**config.mk**
```make
export PLATFORM = sky130hd
export DESIGN_NAME = keyword_substitution_cipher
export DESIGN_NICKNAME = d
export VERILOG_FILES = /design/src/rtl/kwsc_pkg.sv /design/src/rtl/kwsc_datapath.sv /design/src/rtl/kwsc_ctrl.sv /design/src/rtl/keyword_substitution_cipher.sv
export SDC_FILE = /design/constraint.sdc
export NUM_CORES = 1
export LEC_CHECK = 0
export ABC_CLOCK_PERIOD_IN_PS = 6100
export BUFFER_PORTS_ARGS = -buffer_cell sky130_fd_sc_hd__buf_2
export CELL_PAD_IN_SITES_DETAIL_PLACEMENT = 0
export CELL_PAD_IN_SITES_GLOBAL_PLACEMENT = 1
export CORE_MARGIN = 2
export CORE_UTILIZATION = 55
export DETAILED_ROUTE_END_ITERATION = 10
export PLACE_DENSITY = 0.89
export SLEW_MARGIN = 20
export SYNTH_ARGS = -nofsm -noshare
export SYNTH_HDL_FRONTEND = slang
export SYNTH_SLANG_ARGS = --single-unit
```
**constraint.sdc**
```tcl
create_clock -name clk -period 6.1 [get_ports clk]
set_input_delay 0.61 -clock clk [delete_from_list [all_inputs] [get_ports clk]]
set_output_delay 0.61 -clock clk [all_outputs]
set_load 0.03 [all_outputs]
```
**src/rtl/kwsc_pkg.sv**
```systemverilog
`timescale 1ns / 1ps

package kwsc_pkg;

    // Alphabet size and letter index widths
    localparam int ALPHA = 26;
    localparam int IDX_W = 5;
    localparam int CNT_W = 5;

    // ASCII anchors
    localparam logic [7:0] UPPER_A = 8'd65;
    localparam logic [7:0] LOWER_A = 8'd97;

    // Operation codes
    localparam logic [2:0] OP_START  = 3'd0;
    localparam logic [2:0] OP_KEY    = 3'd1;
    localparam logic [2:0] OP_FINISH = 3'd2;
    localparam logic [2:0] OP_ENC    = 3'd3;
    localparam logic [2:0] OP_DEC    = 3'd4;

    // Controller states
    typedef enum logic [0:0] {
        ST_IDLE,
        ST_WALK
    } state_t;

    // Controller to datapath
    typedef struct packed {
        logic clear_key;
        logic append_key;
        logic walk_clear;
        logic walk_step;
        logic emit;
        logic sel_inv;
    } cmd_t;

    // Datapath to controller
    typedef struct packed {
        logic walk_last;
        logic out_full;
    } stat_t;

endpackage

```
**src/rtl/kwsc_datapath.sv**
```systemverilog
`timescale 1ns / 1ps

module kwsc_datapath (
    input  logic            clk,
    input  logic            rst_n,
    input  kwsc_pkg::cmd_t  cmd,
    output kwsc_pkg::stat_t stat,
    input  logic [7:0]      ch,
    input  logic            out_ready,
    output logic            out_valid,
    output logic [7:0]      out_char
);

    import kwsc_pkg::*;

    logic [IDX_W-1:0] subst_table_reg [ALPHA];
    logic [IDX_W-1:0] inverse_table_reg [ALPHA];
    logic [ALPHA-1:0] used_mask_reg;
    logic [ALPHA-1:0] used_mask_next;
    logic [CNT_W-1:0] fill_count_reg;
    logic [CNT_W-1:0] fill_count_next;
    logic [CNT_W-1:0] walk_idx_reg;
    logic [CNT_W-1:0] walk_idx_next;
    logic             out_valid_reg;
    logic             out_valid_next;
    logic [7:0]       out_char_reg;
    logic [7:0]       out_char_next;

    logic             is_upper;
    logic             is_lower;
    logic             li_ok;
    logic [7:0]       diff_u;
    logic [7:0]       diff_l;
    logic [IDX_W-1:0] li;
    logic [IDX_W-1:0] app_idx;
    logic             app_req;
    logic             do_app;
    logic [IDX_W-1:0] lookup;

    // Letter decode, either case
    assign is_upper = (ch >= UPPER_A) && (ch < UPPER_A + 8'(ALPHA));
    assign is_lower = (ch >= LOWER_A) && (ch < LOWER_A + 8'(ALPHA));
    assign li_ok    = is_upper || is_lower;
    assign diff_u   = ch - UPPER_A;
    assign diff_l   = ch - LOWER_A;
    assign li       = is_upper ? diff_u[IDX_W-1:0] : diff_l[IDX_W-1:0];

    // Append one letter: from the key byte or from the finish walk
    assign app_idx = cmd.walk_step ? walk_idx_reg : li;
    assign app_req = cmd.walk_step || (cmd.append_key && li_ok);
    assign do_app  = app_req && !used_mask_reg[app_idx]
                     && (fill_count_reg < CNT_W'(ALPHA));

    always_comb
    begin
        used_mask_next  = used_mask_reg;
        fill_count_next = fill_count_reg;
        if (cmd.clear_key)
        begin
            used_mask_next  = '0;
            fill_count_next = '0;
        end
        else if (do_app)
        begin
            used_mask_next[app_idx] = 1'b1;
            fill_count_next         = fill_count_reg + 1'b1;
        end
    end

    // Walk index for the finish pass
    always_comb
    begin
        walk_idx_next = walk_idx_reg;
        if (cmd.walk_clear)
            walk_idx_next = '0;
        else if (cmd.walk_step)
            walk_idx_next = walk_idx_reg + 1'b1;
    end

    // Output register
    assign lookup = cmd.sel_inv ? inverse_table_reg[li] : subst_table_reg[li];

    always_comb
    begin
        out_valid_next = out_valid_reg;
        out_char_next  = out_char_reg;
        if (cmd.emit)
        begin
            out_valid_next = 1'b1;
            out_char_next  = li_ok ? (UPPER_A + 8'(lookup)) : ch;
        end
        else if (out_ready)
        begin
            out_valid_next = 1'b0;
        end
    end

    // Tables, identity after reset
    always_ff @(posedge clk or negedge rst_n)
    begin
        if (!rst_n)
        begin
            for (int i = 0; i < ALPHA; i++)
            begin
                subst_table_reg[i]   <= IDX_W'(i);
                inverse_table_reg[i] <= IDX_W'(i);
            end
        end
        else if (do_app)
        begin
            subst_table_reg[fill_count_reg] <= app_idx;
            inverse_table_reg[app_idx]      <= fill_count_reg;
        end
    end

    // Control and key state
    always_ff @(posedge clk or negedge rst_n)
    begin
        if (!rst_n)
        begin
            used_mask_reg  <= '0;
            fill_count_reg <= '0;
            walk_idx_reg   <= '0;
            out_valid_reg  <= 1'b0;
        end
        else
        begin
            used_mask_reg  <= used_mask_next;
            fill_count_reg <= fill_count_next;
            walk_idx_reg   <= walk_idx_next;
            out_valid_reg  <= out_valid_next;
        end
    end

    // Result byte
    always_ff @(posedge clk)
    begin
        out_char_reg <= out_char_next;
    end

    assign out_valid      = out_valid_reg;
    assign out_char       = out_char_reg;
    assign stat.walk_last = (walk_idx_reg == CNT_W'(ALPHA - 1));
    assign stat.out_full  = out_valid_reg;

`ifndef ASSERT_OFF
    // Fill count never passes the alphabet size
    a_fill_range: assert property (@(posedge clk) disable iff (!rst_n)
        fill_count_reg <= CNT_W'(ALPHA))
        else $error("fill count out of range");

    // Every used letter has exactly one table slot
    a_mask_count: assert property (@(posedge clk) disable iff (!rst_n)
        $countones(used_mask_reg) == 32'(fill_count_reg))
        else $error("used mask and fill count disagree");

    // Tables stay inverse for used letters
    a_inverse: assert property (@(posedge clk) disable iff (!rst_n)
        (li_ok && used_mask_reg[li]) |-> subst_table_reg[inverse_table_reg[li]] == li)
        else $error("tables not inverse");
`endif

endmodule

```
**src/rtl/kwsc_ctrl.sv**
```systemverilog
`timescale 1ns / 1ps

module kwsc_ctrl (
    input  logic            clk,
    input  logic            rst_n,
    input  logic            in_valid,
    output logic            in_ready,
    input  logic [2:0]      op,
    input  logic            out_ready,
    input  kwsc_pkg::stat_t stat,
    output kwsc_pkg::cmd_t  cmd
);

    import kwsc_pkg::*;

    state_t state_reg;
    state_t state_next;
    logic   accept;

    // Take an item when idle and the output slot is free or draining
    assign in_ready = (state_reg == ST_IDLE) && (!stat.out_full || out_ready);
    assign accept   = in_valid && in_ready;

    always_ff @(posedge clk or negedge rst_n)
    begin
        if (!rst_n)
            state_reg <= ST_IDLE;
        else
            state_reg <= state_next;
    end

    // Next state and commands
    always_comb
    begin
        state_next     = state_reg;
        cmd            = '0;
        cmd.sel_inv    = (op == OP_DEC);
        case (state_reg)
            ST_IDLE:
            begin
                if (accept)
                begin
                    cmd.clear_key  = (op == OP_START);
                    cmd.append_key = (op == OP_KEY);
                    cmd.emit       = (op == OP_ENC) || (op == OP_DEC);
                    if (op == OP_FINISH)
                    begin
                        cmd.walk_clear = 1'b1;
                        state_next     = ST_WALK;
                    end
                end
            end
            ST_WALK:
            begin
                cmd.walk_step = 1'b1;
                if (stat.walk_last)
                    state_next = ST_IDLE;
            end
            default:
            begin
                state_next = ST_IDLE;
            end
        endcase
    end

`ifndef ASSERT_OFF
    // No item taken during the finish walk
    a_walk_blocks: assert property (@(posedge clk) disable iff (!rst_n)
        (state_reg == ST_WALK) |-> !in_ready)
        else $error("item accepted during walk");

    // Walk ends after its last letter
    a_walk_end: assert property (@(posedge clk) disable iff (!rst_n)
        (state_reg == ST_WALK && stat.walk_last) |=> (state_reg == ST_IDLE))
        else $error("walk did not end");

    // A finish item starts the walk
    a_walk_start: assert property (@(posedge clk) disable iff (!rst_n)
        (accept && op == OP_FINISH) |=> (state_reg == ST_WALK))
        else $error("walk did not start");
`endif

endmodule

```
**src/rtl/keyword_substitution_cipher.sv**
```systemverilog
`timescale 1ns / 1ps

// Keyword substitution cipher over A-Z.
// Input channel: in_valid/in_ready carry one item of op and ch.
//   op 0 starts a key, 1 adds a key character, 2 finishes the key,
//   3 enciphers ch, 4 deciphers ch; codes 5 to 7 are ignored.
// Output channel: out_valid/out_ready carry out_char, one item for each
//   encipher or decipher op and none for the others.
// Latency: a cipher result is valid the cycle after its item is accepted.
// Throughput: one item a cycle for start, key and cipher ops unless the
//   output stalls. A finish op holds the input while one counter walks
//   the alphabet a letter per cycle, adding unused ones to both tables.
// The output register lets a new item in while the held result is taken
//   in the same cycle; while the receiver stalls with a result held,
//   in_ready stays low.
// Reset: both tables return to the identity, the key is empty and the
//   output is empty; no clearing pass is needed.
module keyword_substitution_cipher (
    input  logic       clk,
    input  logic       rst_n,
    input  logic       in_valid,
    output logic       in_ready,
    input  logic [2:0] op,
    input  logic [7:0] ch,
    output logic       out_valid,
    input  logic       out_ready,
    output logic [7:0] out_char
);

    import kwsc_pkg::*;

    cmd_t  cmd;
    stat_t stat;

    kwsc_ctrl u_ctrl (
        .clk       (clk),
        .rst_n     (rst_n),
        .in_valid  (in_valid),
        .in_ready  (in_ready),
        .op        (op),
        .out_ready (out_ready),
        .stat      (stat),
        .cmd       (cmd)
    );

    kwsc_datapath u_datapath (
        .clk       (clk),
        .rst_n     (rst_n),
        .cmd       (cmd),
        .stat      (stat),
        .ch        (ch),
        .out_ready (out_ready),
        .out_valid (out_valid),
        .out_char  (out_char)
    );

endmodule

```
### After elaboration in Yosys (flattened, before gate mapping)

Index checks and enable logic that the tools add are counted.

| word-level totals | value |
|---|---|
| flip-flop bits (word level) | 306 |
| input port bits | 15 |
| logic and storage cells | 142 |

| operators by class | value |
|---|---|
| $add $sub $neg | 5 |
| $lt $le $gt $ge | 12 |
| equality and inequality tests | 5 |
| muxes and demuxes | 37 |
| bitwise operators | 5 |
| reduce and logical (&&, ||, !) cells | 20 |

Operators by type and width:

| operator | number |
|---|---|
| bitwise mux 130 bit | 2 |
| two-way mux 5 bit | 13 |
| two-way mux 26 bit | 2 |
| binary-select mux 5 bit (select 5 bit) | 2 |
| demux 5 bit (select 5 bit) | 2 |
| bitwise OR 26 bit | 1 |
| greater-or-equal comparator 6 bit (second input constant) | 3 |
| inverter 5 -> 6 bit | 3 |
| greater-or-equal comparator 8 x 7 -> 1 bit (second input constant) | 2 |
| < comparator 8 x 7 -> 1 bit (second input constant) | 2 |
| < comparator 6 x 1 -> 1 bit (second input constant) | 2 |
| adder 5 x 1 -> 5 bit (second input constant) | 2 |
| logical AND 1 bit | 10 |
| two-way mux 1 bit | 10 |
| subtractor 5 x 1 -> 5 bit (second input constant) | 2 |
| adder 7 x 5 -> 8 bit (first input constant) | 1 |
| two-way mux 8 bit | 1 |
| equality test 3 x 2 -> 1 bit (second input constant) | 2 |
| < comparator 5 x 6 -> 1 bit (second input constant) | 1 |
| two-way mux 3 bit | 2 |
| nonzero test 2 bit | 3 |
| binary-select mux 1 bit (select 5 bit) | 1 |
| demux 1 bit (select 5 bit) | 1 |
| equality test 5 bit (second input constant) | 1 |
| 9 further kinds | 13 |

### Longest topological paths before layout

Gate-level depths: netlist of run 1.

| depth | value |
|---|---|
| depth after elaboration | 12 |
| gate-level depth with buffers | 17 |
| depth with buffers taken out | 12 |

### Modules after synthesis

From an unflattened synthesis of run 1, not the netlist that was laid out.

| unflattened totals | value |
|---|---|
| cell total of the unflattened synthesis | 1130 |
| area, all modules | 15184.6 µm² |

Modules (own cells, without submodules):

| module | times used | cells an instance | area an instance (µm²) |
|---|---|---|---|
| kwsc_datapath | 1 | 1115 | 15053.2 |
| kwsc_ctrl | 1 | 15 | 131.4 |

### Worst setup path after synthesis of run 1

Ideal clock, no wire load.

| timing path | value |
|---|---|
| path kind | input to register |
| from | input ch[0] |
| to | register u_datapath.out_char_reg[4] (netlist: u_datapath.out_char[4]) (data pin) |
| library setup time | 0.268 ns |
| arrival time | 3.814 ns |
| data required time | 5.832 ns |
| setup slack | 2.018 ns |
| cell stages on the path | 17 |
| cell sequence | buf_4 -> buf_4 -> clkinv_1 -> ha_1 -> buf_2 -> buf_2 -> buf_2 -> clkbuf_1 -> mux4_2 -> nand2_1 -> a21oi_1 -> o32ai_1 -> inv_1 -> ha_1 -> nor3b_1 -> xnor2_1 -> mux2i_1 |

| between the ends | value |
|---|---|
| cells in the longest elaborated chain, start to end | 10 |
| elaborated cells on any way between the ends | 20 |

Ends and longest elaborated chain:

| item | line | RTL |
|---|---|---|
| start: declaration | keyword_substitution_cipher.sv:24 | `input logic [7:0] ch,` |
| greater-or-equal comparator 8 x 7 -> 1 bit or < comparator 8 x 7 -> 1 bit (tied branches) | kwsc_datapath.sv:41 | `assign is_upper = (ch >= UPPER_A) && (ch < UPPER_A + 8'(ALPHA));` |
| logical AND 1 bit | kwsc_datapath.sv:41 |  |
| two-way mux 5 bit | kwsc_datapath.sv:46 | `assign li = is_upper ? diff_u[IDX_W-1:0] : diff_l[IDX_W-1:0];` |
| inverter 5 -> 6 bit (not written as such) | kwsc_datapath.sv:81 | `assign lookup = cmd.sel_inv ? inverse_table_reg[li] : subst_table_reg[li];` |
| binary-select mux 5 bit (select 5 bit) | kwsc_datapath.sv:81 |  |
| two-way mux 5 bit (not written as such) (2 in series) | kwsc_datapath.sv:81 |  |
| two-way mux 5 bit | kwsc_datapath.sv:81 |  |
| adder 7 x 5 -> 8 bit | kwsc_datapath.sv:90 | `out_char_next = li_ok ? (UPPER_A + 8'(lookup)) : ch;` |
| two-way mux 8 bit (*) | kwsc_datapath.sv:90 |  |
| end signal: assignment | kwsc_datapath.sv:138 | `out_char_reg <= out_char_next;` |
| end: declaration | kwsc_datapath.sv:26 | `logic [7:0] out_char_reg;` |

Every way passes the cells marked *; elsewhere a longest branch is shown, timed or not. The select of a mux whose other input is x is not followed.
A chain may end at the register's enable or synchronous reset.

### Worst setup path in the final report of run 1

| timing path | value |
|---|---|
| from | input ch[0] |
| to | register u_datapath.inverse_table_reg[122] in the netlist's numbering |

| between the ends | value |
|---|---|
| cells in the longest elaborated chain, start to end | 10 |
| elaborated cells on any way between the ends | 25 |

Ends and longest elaborated chain:

| item | line | RTL |
|---|---|---|
| greater-or-equal comparator 8 x 7 -> 1 bit or < comparator 8 x 7 -> 1 bit (tied branches) | kwsc_datapath.sv:41 |  |
| logical AND 1 bit | kwsc_datapath.sv:41 |  |
| two-way mux 5 bit | kwsc_datapath.sv:46 |  |
| two-way mux 5 bit | kwsc_datapath.sv:49 | `assign app_idx = cmd.walk_step ? walk_idx_reg : li;` |
| inverter 5 -> 6 bit (not written as such) | kwsc_datapath.sv:112 | `inverse_table_reg[app_idx] <= fill_count_reg;` |
| greater-or-equal comparator 6 bit (not written as such) or < comparator 6 x 1 -> 1 bit (tied branches) | kwsc_datapath.sv:112 |  |
| logical AND 1 bit (not written as such) | kwsc_datapath.sv:112 |  |
| two-way mux 5 bit (not written as such) | kwsc_datapath.sv:112 |  |
| demux 5 bit (select 5 bit) | kwsc_datapath.sv:112 |  |
| bitwise mux 130 bit | kwsc_datapath.sv:112 |  |
| end signal: indexed assignment | kwsc_datapath.sv:106 | `inverse_table_reg[i] <= IDX_W'(i);` |
| end signal: indexed assignment | kwsc_datapath.sv:112 |  |
| end: declaration | kwsc_datapath.sv:17 | `logic [IDX_W-1:0] inverse_table_reg [ALPHA];` |

Several ways; a longest one is shown, not always the timed one. The select of a mux whose other input is x is not followed.

==> results.cfg, run 1 <==
[outcome]
status = complete, no violations

[timing]
finalCriticalPeriod_ns = 4.80
slew_headroom_pct = 28.8
hold_viol = 0
maxSlewViolCount = 0
tns_ns = 0
fmax_mhz = 208
fin_crit_sh_pct = 78.7
setup-violations-final = 0
rsz0062_at_grt = false
worst_slew_pin_slew_ns = 1.06
finalClockSkew_ns = 0.0149

[floorplan]
row_count = 60
fp.dieH_um = 170
core-area_mm2 = 0.0271
initial_core_util_pct = 56.2
die_w_um = 170
fp.dieArea_mm2 = 0.0291
pin_count = 25

[yosys]
ys_seq_area_share_pct = 51.4
yosys.area.top_type = dfrtp_1
syn_nets = 1088
ys.flop_type = dfrtp_1
async_flop_share_pct = 97.4
synth_warnings = 0
netlist_instances = 1063
synth_area_mm2 = 0.0152
yosys_register_bits = 306
synth_top_area_share_pct = 30.2
netlist-cell-type-count = 63
yosys-top-cells-area = dfrtp_1 (30%), dfstp_2 (20%), mux2_2 (19%)
synth.avg_cell_area_um2 = 14.3
synth_edf_count = 8
synth_most_common_cell = mux2_2
yosys-top-cells-count = mux2_2 (263), dfrtp_1 (184), dfstp_2 (114), mux4_2 (69), clkbuf_1 (50)

[clocking]
clk_path_buf_depth = 3
insertion_delay_ns = 0.56
clkTransAtPathRegs_ns = 0.06
cts_tree = built
ctsRootBufferMaster = clkbuf_16
cts_buffers = 31
post_cts_resized = 0
cts.htree.levels = 1
cts_sinks = 306
hold_buffers = 0
cts_setup_buffers = 0

[power]
p_clk_share_pct = 22.8
switching_power_mw = 2.70
p_int_mw = 5.22
power_density_mw_per_mm2 = 479
combPwrFrac_pct = 35.0
seqPwrFrac_pct = 42.2
switching_share_pct = 34.1
leakage_nw = 7.27
irDropWorstVdd_mv = 0.405

[setup_path]
cp_slowest_stage_delay_ns = 0.77
crit_family = multiplexers
critPathArrivalTime_ns = 5.24
critical_path.slowest_cell = mux2_2
crit_top_cell = mux2_2
endpoint_kind = flop
start_kind = input port
worst_ep_required_time_ns = 6.54
path_class = in2reg
crit_buf_inv = 3
cp_cell_sequence = buf_4 > clkinv_1 > ha_2 > nor3b_4 > xnor2_1 > mux2_2 > a31oi_1 > a2111oi_4 > buf_12 > nand4_1 > mux2_2
critPathMaxFanout = 51

[global_routing]
grt_overflow_total = 0
grt_pass1_vias = 9357
grt_max_degree = 113
grt_pass1_wl_um = 53600
grt.total_usage_pct = 23.9
antenna_found_initial = 0

[finish]
fin_area_mm2 = 0.0165
drive_gt1_share_pct = 54.7
antenna_cells = 0
fin_nets = 1068
area_growth_pct = 8.50

[drt]
met2_length_um = 16100
drtAntennaViolNets = 0
remaining_drc_errors = 0
vias_per_cell = 6.20
drt-initial-drc-count = 729
top_layer = met4
wl_per_cell_um = 23.2
drtPass1Iterations = 4
wl_met3_um = 1550
vias = 8931
wirelength_met1_um = 15100
drt_wl_total_um = 33500

[place]
dpl-instance-area_mm2 = 0.0156
dp_hpwl_um = 21500
io_buffers = 24
gp_congestion = 0.885

[min_path]
holdCritPathClass = in2async

[run]
maxCapViolCount = 0
==> power groups by stage <==
stage               combinational (mW)  clock, mW  sequential (mW)
finish                            2.77       1.81             3.34
global placement                  2.67          0             3.32
floorplan                         2.19          0             3.20
global route                      2.96       1.93             3.42
detailed placement                2.75          0             3.36
CTS                               2.77       1.84             3.33
==> placed cells by master, fill, tap and decap left out, drive strengths merged, types with 20 or more instances in the layout <==
master    n
mux2    279
dfrtp   184
dfstp   114
mux4     69
clkbuf   47
buf      43
inv      35
a21oi    34
nand3    28
and3     26
nand2    22
mux2i    22
nor2     20
==> through the flow <==
| stage | hold slack, ns | setup slack [ns] | std cells | util, % | power [mW] |
|---|---|---|---|---|---|
| after floorplan | 0.314 | 2.02 | 1063 | - | 5.39 |
| after global placement | 0.471 | 0.878 | 1382 | 57.4 | 5.99 |
| after detailed placement | 0.483 | 0.798 | 1382 | 57.4 | 6.11 |
| after CTS | 0.154 | 1.33 | 1440 | 61.0 | 7.94 |
| after global routing | 0.196 | 1.13 | 1440 | 61.0 | 8.31 |
| final | 0.100 | 1.30 | 1440 | 61.0 | 7.92 |
==> path summary, 6_finish.rpt <==
| kind | start | to | slack [ns] | depth (start not counted) |
|---|---|---|---|---|
| worst max-delay path | ch[0] | u_datapath.inverse_table_reg[122]$_DFFE_PN0P_ | 1.30 | 11 |
| worst min-delay path | rst_n | u_datapath.subst_table_reg[42]$_DFFE_PN0P_ | 0.10 | 1 |
| worst max register to register | u_ctrl.state_reg$_DFF_PN0_ | u_datapath.inverse_table_reg[122]$_DFFE_PN0P_ | 2.02 | 10 |
| worst min register to register | u_datapath.used_mask_reg[18]$_DFFE_PN0P_ | u_datapath.used_mask_reg[18]$_DFFE_PN0P_ | 0.50 | 1 |
| max in group asynchronous | rst_n | u_datapath.fill_count_reg[1]$_DFFE_PN0P_ | 4.53 | 2 |
| min in group clk | ch[6] | u_datapath.out_char[6]$_SDFFCE_PN1P_ | 0.24 | 1 |
==> layer usage <==
layer | global-route usage, % | vias up
met5 | 0 | -
met4 | 6.87 | 0
met3 | 3.51 | 51
met2 | 38.8 | 235
met1 | 33.8 | 4765
li1 | - | 3880
==> worst reg2reg max path, stage by stage (launching register included) <==
cell       delay, ns
dfrtp_1         0.32
buf_4           0.27
nor2_1          0.11
a21oi_2         0.60
mux4_2          0.60
nand3_1         0.10
a31oi_1         0.14
a2111oi_4       0.56
buf_12          0.36
nand4_1         0.49
mux2_2          0.43
==> final cells by class <==
cell class                      instances  area [um2]
Inverter                               35         131
Tap cell                              372         465
Timing Repair Buffer                   43         288
Multi-Input combinational cell        626        6830
Clock buffer                           47         917
Fill cell                            1998       10600
Sequential cell                       306        7840
Clock inverter                         11        61.3
==> logic make-up after synthesis <==
logic type / synth area share, %
and+or+nand+nor: 6.81
buffers and inverters: 3.95
adders and majority gates: 0.821
xor gates and xnor gates: 0.796
AOI/OAI and AO/OA: 3.50
muxes: 32.7
DFF: 51.4
(Power assumes the default switching activity.)
==> run 2: changes to the inputs <==
- ABC_AREA: unset -> 1
- ABC_CLOCK_PERIOD_IN_PS: 6100 -> 4000
- CORE_UTILIZATION: 55 -> 43
- PLACE_DENSITY: 0.89 -> 0.84
- clock period: 6.1 -> 4 ns (I/O delays scaled with it)
==> run 2 against run 1 <==
Net effect:
- power grew 91%
- non-clock buffer count grew 34
- clock skew grew 0.0018 ns
- sequential power grew 67%
- global-route usage grew 2.9 points
- synthesized area grew 10%
- flip-flop and latch count is the same
- design area grew 12%
- die area grew 40%
- worst hold slack lost 0.029 ns
- register-to-register slack lost 1.2 ns
- wire length grew 62%
- largest power group is now combinational logic
- highest routed layer unchanged
==> results.cfg, run 2 <==
[clocking]
insertion_delay_ns = 0.53
post_cts_resized = 0
cts_tree = built
clkTransAtPathRegs_ns = 0.06
clk_path_buf_depth = 3
cts_setup_buffers = 0
cts.htree.levels = 2
cts_buffers = 36
cts_sinks = 306
ctsRootBufferMaster = clkbuf_16
hold_buffers = 1

[setup_path]
endpoint_kind = flop
worst_ep_required_time_ns = 4.41
crit_top_cell = nand2_1
start_kind = flop
critical_path.slowest_cell = dfrtp_1
critPathArrivalTime_ns = 3.58
reg2reg_to = u_datapath.used_mask_reg[25]$_DFFE_PN0P_
cp_cell_sequence = nand2_1 > o21ai_2 > buf_4 > nand3_1 > o21ai_1 > nor2_4 > buf_4 > nand3_2 > nand2_2 > nand2_1 > nand2_1
r2r_start = u_ctrl.state_reg$_DFF_PN0_
worst_r2r_path_depth = 11
cp_slowest_stage_delay_ns = 0.68
critPathMaxFanout = 28
r2r_slack_ns = 0.83
path_class = reg2reg

[yosys]
synth_warnings = 0
async_flop_share_pct = 97.4
yosys-top-cells-count = nand2_1 (890), nand4_1 (319), nand3_1 (254), dfrtp_1 (184), nor2_1 (164)
yosys.area.top_type = dfrtp_1
synth_edf_count = 8
netlist-cell-type-count = 36
synth_most_common_cell = nand2_1
netlist_instances = 2264
yosys_register_bits = 306
synth.avg_cell_area_um2 = 7.40
syn_nets = 2289
yosys-top-cells-area = dfrtp_1 (27%), nand2_1 (20%), dfstp_2 (18%)
synth_top_area_share_pct = 27.5
ys_seq_area_share_pct = 46.8
synth_area_mm2 = 0.0168
ys.flop_type = dfrtp_1

[place]
io_buffers = 24
dp_hpwl_um = 32700
dp.cells = 2689
gp_congestion = 0.876

[floorplan]
core-area_mm2 = 0.0386
fp.dieArea_mm2 = 0.0406
pin_count = 25
row_count = 72
fp.dieH_um = 201
die_w_um = 201
initial_core_util_pct = 43.5

[power]
leakage_nw = 8.83
power_density_mw_per_mm2 = 817
irDropWorstVdd_mv = 0.749

[min_path]
holdCritPathClass = in2reg
worstHoldPathCells = 1
hold_path_end = u_datapath.out_char[7]$_SDFFCE_PN0P_
hp-start = ch[7]

[drt]
wl_per_cell_um = 19.7
vias = 16400
drtPass1Iterations = 5
drt-initial-drc-count = 1878
remaining_drc_errors = 0
drt_wl_total_um = 54300
vias_per_cell = 5.95
drtAntennaViolNets = 0

[finish]
final_cell_mix = nand2_1 (890), nand4_1 (319), nand3_1 (254), dfrtp_1 (184), nor2_1 (163)
antenna_cells = 0
instances_no_fill = 2754
fin_nets = 2235
fillers = 3919
layout_commonest_cell = nand2_1
drive_gt1_share_pct = 12.3
area_growth_pct = 10.7

[timing]
tns_ns = 0
slew_headroom_pct = 35.9
finalCriticalPeriod_ns = 3.17
hold_viol = 0
fmax_mhz = 315
maxSlewViolCount = 0
fin_crit_sh_pct = 79.4
whs_ns = 0.0715
finalClockSkew_ns = 0.0167
rsz0062_at_grt = false
setup-violations-final = 0
worst_slew_pin_slew_ns = 0.961

[global_routing]
grt.total_usage_pct = 26.8
grt_pass1_wl_um = 87800
grt_max_degree = 135
grt_overflow_total = 0
antenna_found_initial = 0
grt_pass1_vias = 15600

[outcome]
status = complete, no violations

[run]
maxCapViolCount = 0
[run 2: cell types whose count changed in the layout (fill, tap and decap cells not counted), sizes merged, moves of 22 or more]
cell	before	now
nand2	22	895
mux2i	22	0
mux4	69	0
buf	43	76
o21ai	10	41
and3	26	0
nand3	28	255
nand4	14	319
nor2	20	167
mux2	279	0
[run 2: final cells by class]
| type | instances | area [um2] | share of cell area, % |
|---|---|---|---|
| multi-input cells | 1740 | 8000 | 43.1 |
| flip-flops and latches | 306 | 7840 | 42.2 |
| inverters | 49 | 186 | 1.00 |
| well taps | 518 | 648 | 3.49 |
| clock buffers | 60 | 1130 | 6.11 |
| clock inverters | 4 | 23.8 | 0.128 |
| repair buffers | 77 | 733 | 3.95 |
[run 2: kinds of logic (layout without fill, tap and decap cells)]
group / count (synthesis) / in the layout / synth area share [%]
flip-flops: 306 / 306 / 46.8
AO/OA/AOI/OAI: 77 / 77 / 2.63
adder cells (fa/ha/maj): 10 / 10 / 0.746
AND/OR/NAND/NOR: 1649 / 1649 / 44.0
XOR/XNOR: 4 / 4 / 0.209
buffers and inverters: 218 / 190 / 5.67
[run 2: power by group]
group / internal, mW / switching (mW)
registers: 4.70 / 0.880
clock network: 1.93 / 1.32
logic: 1.72 / 4.62
total: 8.34 / 6.82
[run 2: how the worst max path moves through the flow]
stage / cells after the start / to / startpoint / slack, ns
global route: 11 / u_datapath.used_mask_reg[17]$_DFFE_PN0P_ / u_ctrl.state_reg$_DFF_PN0_ / 0.50
CTS: 11 / u_datapath.used_mask_reg[14]$_DFFE_PN0P_ / u_ctrl.state_reg$_DFF_PN0_ / 0.87
floorplan: 22 / u_datapath.out_char[4]$_DFFE_PP_ / ch[0] / 0.66
detailed placement: 16 / u_datapath.fill_count_reg[4]$_DFFE_PN0P_ / ch[1] / 0.53
global placement: 19 / u_datapath.out_char[4]$_DFFE_PP_ / ch[1] / 0.56
finish: 11 / u_datapath.used_mask_reg[25]$_DFFE_PN0P_ / u_ctrl.state_reg$_DFF_PN0_ / 0.83
[run 2: critical path: cells and delay by family (launching register included)]
kind                   cells  cell delay [ns]
buffers and inverters      2             0.70
DFF                        1             0.68
AOI/OAI and AO/OA          2             0.47
and+or+nand+nor            7             1.18
[run 2: stage by stage]
stage | cell area (um2) | total power [mW] | worst slack [ns] | util [%]
2_1_floorplan | 16800 | 9.83 | 0.661 | -
6_report | 18600 | 15.2 | 0.826 | 48.2
5_1_grt | 18600 | 16.1 | 0.504 | 48.2
4_1_cts | 18600 | 15.1 | 0.866 | 48.2
3_3_place_gp | 17400 | 11.7 | 0.557 | 45.1
3_5_place_dp | 17400 | 11.8 | 0.533 | 45.1
[run 2: metal layers]
| metal | global-route usage, % | up-vias | share of wire (%) |
|---|---|---|---|
| met2 | 41.8 | 709 | 46 |
| met4 | 9.77 | 0 | 3.4 |
| met5 | 0 | - | 0 |
| met3 | 3.66 | 115 | 7.5 |
| li1 | - | 7575 | - |
| met1 | 38.0 | 7974 | 43 |
